`config.mk`:
```
export PLATFORM = sky130hd
export DESIGN_NAME = fbvm_modu
export DESIGN_NICKNAME = d
export VERILOG_FILES = /design/src/rtl/fbvm_pkg.sv /design/src/rtl/fbvm_modu.sv
export SDC_FILE = /design/constraint.sdc
export NUM_CORES = 1
export LEC_CHECK = 0
export ABC_AREA = 1
export ABC_CLOCK_PERIOD_IN_PS = 4000
export BUFFER_PORTS_ARGS = -buffer_cell sky130_fd_sc_hd__clkbuf_2
export CORE_MARGIN = 2
export CORE_UTILIZATION = 61
export CTS_CLUSTER_SIZE = 8
export DETAILED_ROUTE_END_ITERATION = 10
export GPL_ROUTABILITY_DRIVEN = 1
export GPL_TIMING_DRIVEN = 0
export PLACE_DENSITY = 0.87
export SYNTH_ARGS = -nofsm -noshare
export SYNTH_HDL_FRONTEND = slang
export SYNTH_SLANG_ARGS = --single-unit
```
`constraint.sdc`:
```
create_clock -name i_clk -period 4 [get_ports i_clk]
set_clock_uncertainty 0.15 [all_clocks]
set_input_delay 0 -clock i_clk [delete_from_list [all_inputs] [get_ports i_clk]]
set_output_delay 0 -clock i_clk [all_outputs]
set_load 0.02 [all_outputs]
```
`src/rtl/fbvm_pkg.sv`:
```
package fbvm_pkg;

    localparam int unsigned MemWordsDefault   = 32768;
    localparam int unsigned StackDepthDefault = 1024;

    localparam int unsigned AddrW = 15;
    localparam int unsigned WordW = 16;
    localparam int unsigned ValW  = 15;

    localparam logic [15:0] RegBase = 16'd32768;
    localparam logic [15:0] RegLast = 16'd32775;
    localparam logic [14:0] WordMask = 15'h7fff;

    localparam logic [2:0] StOk   = 3'd0;
    localparam logic [2:0] StChar = 3'd1;
    localparam logic [2:0] StHalt = 3'd2;
    localparam logic [2:0] StWait = 3'd3;
    localparam logic [2:0] StErr  = 3'd4;

    localparam logic [1:0] StopRun  = 2'd0;
    localparam logic [1:0] StopHalt = 2'd1;
    localparam logic [1:0] StopErr  = 2'd2;

    localparam logic [15:0] OpHalt = 16'd0;
    localparam logic [15:0] OpSet  = 16'd1;
    localparam logic [15:0] OpPush = 16'd2;
    localparam logic [15:0] OpPop  = 16'd3;
    localparam logic [15:0] OpEq   = 16'd4;
    localparam logic [15:0] OpGt   = 16'd5;
    localparam logic [15:0] OpJmp  = 16'd6;
    localparam logic [15:0] OpJt   = 16'd7;
    localparam logic [15:0] OpJf   = 16'd8;
    localparam logic [15:0] OpAdd  = 16'd9;
    localparam logic [15:0] OpMult = 16'd10;
    localparam logic [15:0] OpMod  = 16'd11;
    localparam logic [15:0] OpAnd  = 16'd12;
    localparam logic [15:0] OpOr   = 16'd13;
    localparam logic [15:0] OpNot  = 16'd14;
    localparam logic [15:0] OpRmem = 16'd15;
    localparam logic [15:0] OpWmem = 16'd16;
    localparam logic [15:0] OpCall = 16'd17;
    localparam logic [15:0] OpRet  = 16'd18;
    localparam logic [15:0] OpOut  = 16'd19;
    localparam logic [15:0] OpIn   = 16'd20;

    typedef struct packed {
        logic       func;
        logic [14:0] load_addr;
        logic [15:0] load_word;
        logic       in_valid;
        logic [7:0] in_char;
    } t_in_item;

    typedef struct packed {
        logic [2:0]  status;
        logic [7:0]  out_char;
        logic [14:0] next_pc;
        logic        in_used;
    } t_out_item;

endpackage

```
`src/rtl/fbvm_modu.sv`:
```
module fbvm_modu (
    input  logic        i_clk,
    input  logic        i_rst_n,
    input  logic        i_start,
    input  logic [14:0] i_a,
    input  logic [14:0] i_b,
    output logic        o_done,
    output logic [14:0] o_rem
);
    import fbvm_pkg::*;

    // Restoring remainder, one dividend bit per cycle.
    logic [14:0] r_rem, n_rem;
    logic [14:0] r_a;
    logic [14:0] r_b;
    logic [3:0]  r_cnt;
    logic        r_busy;
    logic        r_done;
    logic [15:0] w_sh;

    always_comb begin
        w_sh  = {r_rem, r_a[14]};
        n_rem = (w_sh >= {1'b0, r_b}) ? 15'(w_sh - {1'b0, r_b}) : w_sh[14:0];
    end

    always_ff @(posedge i_clk) begin
        if (!i_rst_n) begin
            r_busy <= 1'b0;
            r_done <= 1'b0;
            r_cnt  <= '0;
        end else begin
            r_done <= 1'b0;
            if (i_start) begin
                r_busy <= 1'b1;
                r_cnt  <= 4'd0;
                r_rem  <= '0;
                r_a    <= i_a;
                r_b    <= i_b;
            end else if (r_busy) begin
                r_rem <= n_rem;
                r_a   <= {r_a[13:0], 1'b0};
                r_cnt <= r_cnt + 4'd1;
                if (r_cnt == 4'd14) begin
                    r_busy <= 1'b0;
                    r_done <= 1'b1;
                end
            end
        end
    end

    assign o_done = r_done;
    assign o_rem  = r_rem;
endmodule

```
# Yosys cells after proc, flatten, opt, wreduce, memory -nomap -nowiden
# Index checks and enable logic that the tools add are counted.
dict set report op_classes {
  add_sub_neg 2
  n_lt_le_gt_ge 1
  n_eq_ne 1
  mux 8
  bitwise 2
  n_reduce_logical 5
}
# cell n
set op_table {}
lappend op_table {{2-to-1 mux 15 bit} 4}
lappend op_table {{>= comparator 16 x 15 -> 1 bit} 1}
lappend op_table {{subtractor 15 bit} 1}
lappend op_table {{adder 4 x 1 -> 4 bit, second input constant} 1}
lappend op_table {{equality test 4 bit, second input constant} 1}
lappend op_table {{2-to-1 mux 1 bit} 4}
lappend op_table {{AND reduction 2 bit} 2}
lappend op_table {{OR reduction 3 bit} 1}
lappend op_table {{inverter 1 bit} 2}
lappend op_table {{nonzero test 2 bit} 1}
lappend op_table {{OR reduction 2 bit} 1}
dict set report word_totals {
  ff_bits 51
  in_bits 33
  out_inout_bits 16
  wordCells 25
}

# Longest topological paths before layout
dict set report depth {
  depth_word 4
  ltp_mapped 14
  ltp_nobuf 13
}

# Worst setup path after synthesis
# OpenSTA, ideal clock, no wires.
dict set report synth_timing {
  kind {register to register}
  startpoint {register r_rem[0] (netlist: o_rem[0])}
  endpoint {register r_rem[3] (netlist: o_rem[3]), data pin}
  setup_time_ns 0.252
  arrival_time_ns 1.890
  required_time_ns 3.598
  slack_ns 1.708
  path_stages_with_launch 14
  path_buffers 1
  synth_period_minus_slack_ns 2.292
  path_cell_list {edfxtp_1 -> inv_1 -> fa_1 -> inv_1 -> nand3_1 -> nand3_1 -> nand2_1 -> nand3_1 -> nand2_4 -> nand2_4 -> inv_4 -> buf_12 -> nor2_2 -> nor2_1}
}
dict set report synth_between {
  elab_chain_len 3
  elab_cells_between_ends 4
  cone_classes {add/sub (1); order compare (1); mux (2)}
}
# item line
set synth_lines {}
lappend synth_lines {{from (decl)} fbvm_modu.sv:13} ;# logic [14:0] r_rem, n_rem;
lappend synth_lines {{from (signal assigned)} fbvm_modu.sv:40} ;# r_rem <= n_rem;
lappend synth_lines {{subtractor 15 bit / >= comparator 16 x 15 -> 1 bit (equally long branches)} fbvm_modu.sv:23} ;# n_rem = (w_sh >= {1'b0, r_b}) ? 15'(w_sh - {1'b0, r_b}) : w_sh[14:0];
lappend synth_lines {{2-to-1 mux 15 bit *} fbvm_modu.sv:23}
lappend synth_lines {{2-to-1 mux 15 bit *} fbvm_modu.sv:39} ;# end else if (r_busy) begin
# Every way passes the cells marked *; elsewhere a longest branch is shown, timed or not. The select of a mux whose other input is x is not followed.
# A chain may end at the register's enable or synchronous reset.

# Worst setup path in the final report
dict set report layout_timing {
  startpoint {register r_a[14]}
  endpoint {register r_rem[8] (netlist: o_rem[8]), data pin}
}
dict set report layout_between {
  elab_chain_len 3
  elab_cells_between_ends 4
  cone_classes {add/sub (1); order compare (1); mux (2)}
}
# item line
set layout_lines {}
lappend layout_lines {{from (decl)} fbvm_modu.sv:14} ;# logic [14:0] r_a;
lappend layout_lines {{from (signal assigned)} fbvm_modu.sv:37} ;# r_a <= i_a;
lappend layout_lines {{from (signal assigned)} fbvm_modu.sv:41} ;# r_a <= {r_a[13:0], 1'b0};
lappend layout_lines {{subtractor 15 bit / >= comparator 16 x 15 -> 1 bit (equally long branches)} fbvm_modu.sv:23}
lappend layout_lines {{2-to-1 mux 15 bit *} fbvm_modu.sv:23}
lappend layout_lines {{2-to-1 mux 15 bit *} fbvm_modu.sv:39}
# Marked as above.

==> run summary <==
status = completed
switch share = 36.4%
Worst slew margin = 54.2%
1st-iter DRT viols = 244
CTS tree = done
CTS Root Cell = clkbuf_8
P&R area growth vs syn = 24.0%
Hold WC Path Type = input port to flop
Post-synth EDFFs = 45
layout cells sized above 1 = 16.3%
Reg clk slew, reported paths = 0.11 ns
Worst-Margin Slew = 0.686 ns
top post-synthesis cells by area = edfxtp_1, nand2_1, inv_1
Avg Synthesized Cell Area = 8.08 sq um
register share of total power = 43.7%
Lkg Pwr = 0.00198 uW
most instantiated cells after synthesis = nand2_1, inv_1, edfxtp_1, nor2_1, nand3_1
logic gate share of total power = 36.1%
Fmax = 0.397 GHz
Clock Latency Late Sink = 0.32 ns
DRT Pass-1 Iters = 5
via/cell ratio = 5.30
total grt overflow = 0
top-count cell post-synth = nand2_1
PwrDens = 394 mW/mm^2
leading register cell type out of synthesis = edfxtp_1
Max Cap Violations = 0
CP Class = flop to flop
vias = 2910
#FFs+latches synth = 51
Layout Cells excl Fill = 549
YS warnings = 0
netlist area before placement = 0.00316 sq mm
minimum clock period = 2.52 ns
register area share after synthesis = 46.6%
# DRC = 0
pin count of the biggest net entering global routing = 32
internal power = 981 uW
Syn Inst Count = 391
wirelength, routed = 8130 um
syn nets = 442
DP Area = 0.00348 sq mm
design area = 0.00392 sq mm
I/O Buffers = 47
io pins = 49
Core Area = 0.00504 sq mm
Tcrit/Tclk final = 62.9%
first-pass GRT wire length = 12400 um
Critical Path Fanout Max = 10
Setup-failing EPs final = 0
H-Tree Depth = 2
asr flop ratio synth = 0%
Critical Path End = o_rem[8]
post-synth cell types = 29
Post-DRT Antenna Nets = 0
dpl hpwl = 4780 um
CP Capture Type = flop
Min-Delay Path Depth = 3
initial antenna violation count = 0
r2r setup slk = 1.48 ns
CTS Buf Count = 5
launch point of the critical path = r_a[14]
ant diodes = 0
worst r2r src = r_a[14]
row cnt = 26
Layout fillers = 324
Net Switching = 562 uW
vias in the first global route = 2815
setup TNS = 0 ns
Wirelength per Cell = 14.8 um
CP required = 3.92 ns
Starting Density = 62.7%
global placement routability congestion = 0.912
Die Area = 0.00577 sq mm
Placed Cells = 508
CTS max path bufs = 2
die width = 76.0 um
Worst EP arrival = 2.44 ns
HP Start = i_start
Startpoint Class = flop
Slew Viols, Final = 0
Fin. Hold Viols = 0
FF-to-FF path depth = 14
RSZ-0062 raised after global routing = no
Synth area leader = edfxtp_1
clock share of power = 20.2%
Chip Height = 76.0 um
worst vdd ir = 0.000337 V
Crit Reg-Reg Endpoint = o_rem[8]
top-area cell type share of the netlist area = 42.8%
# nets final = 529
GRT Util Overall = 27.2%
Sink Count = 51
==> worst max-delay path, stage by stage (launching register included) <==
cell	delay, ns
edfxtp_1	0.34
inv_1	0.05
ha_1	0.22
fa_1	0.41
inv_1	0.09
nand3_1	0.07
nand3_1	0.14
nand2_1	0.09
nand3_1	0.12
nand2_4	0.11
nand2_4	0.09
inv_4	0.05
buf_12	0.14
nor2_2	0.11
nor2_1	0.06
==> sequential cells by signal (all words and copies together) (netlist names) <==
signal and count:
r_b 15, r_cnt 4, r_busy 1, o_rem 15
r_a 15, o_done 1
==> power groups by stage <==
stage	combinational, uW	sequential (uW)	clock [uW]
after floorplan	360	705	0
after global placement	487	683	0
after detailed placement	503	685	0
after CTS	532	673	306
after global routing	613	679	330
final	557	674	312
==> layout make-up <==
type | count | area [sq um] | share of cell area, %
plain buffers | 8 | 56.3 | 1.44
multi-input cells | 268 | 1390 | 35.4
clock buffers | 6 | 72.6 | 1.85
well taps | 70 | 87.6 | 2.23
clock inverters | 2 | 16.3 | 0.415
repair buffers | 80 | 583 | 14.9
flip-flops and latches | 51 | 1470 | 37.5
inverters | 64 | 243 | 6.19
==> placed cells by master (no fill, tap or decap), drive strengths merged, types with 3 or more instances in the layout <==
master,netlist,final
nor3,4,4
nand3,18,18
clkbuf,3,56
ha,17,17
o21ai,5,5
nand4,3,3
dlygate4sd3,0,32
edfxtp,45,45
inv,64,65
a21oi,10,10
buf,5,6
xor2,7,7
dfxtp,6,6
nor2,45,45
nand2,143,143
nand3b,12,12
==> worst min path at each step <==
stage,slack [ns],endpoint
2_1_floorplan,-0.05,r_b[0]
3_3_place_gp,0.03,r_b[13]
3_5_place_dp,0.03,r_b[13]
4_1_cts,0.04,r_a[14]
5_1_grt,0.11,r_a[14]
6_report,0.08,r_a[14]
==> metal layers <==
| layer | up-vias | global-route usage, % | wire length (um) |
|---|---|---|---|
| met1 | 1329 | 30.6 | 3100 |
| met2 | 147 | 50.4 | 4200 |
| li1 | 1401 | - | - |
| met5 | - | 0 | 0 |
| met4 | 0 | 10.7 | 349 |
| met3 | 33 | 5.36 | 477 |
==> logic make-up (layout without fill, tap and decap cells) <==
kind of cell | Yosys count | after routing | synth area share (%)
compound gates | 17 | 17 | 3.33
xor+xnor | 7 | 7 | 1.94
fa+ha+maj | 18 | 18 | 7.37
buf+inv | 72 | 160 | 9.47
flops | 51 | 51 | 46.6
simple gates | 226 | 226 | 31.3
==> metrics by stage <==
step | util [%] | power [uW] | setup slack (ns) | hold WS [ns]
floorplan | - | 1070 | 1.71 | -0.0511
global placement | 69.1 | 1170 | 1.58 | 0.0267
detailed placement | 69.1 | 1190 | 1.54 | 0.0286
CTS | 77.2 | 1510 | 1.53 | 0.0446
global route | 77.7 | 1620 | 1.35 | 0.106
finish | 77.7 | 1540 | 1.48 | 0.0781
==> repair_timing <==
item / CTS / global route
resized for setup: 0 / 0
hold buffers: 32 / 0
setup buffers: 0 / 0
hold endpoints to repair: 35 / 0
(Power assumes the default switching activity.)
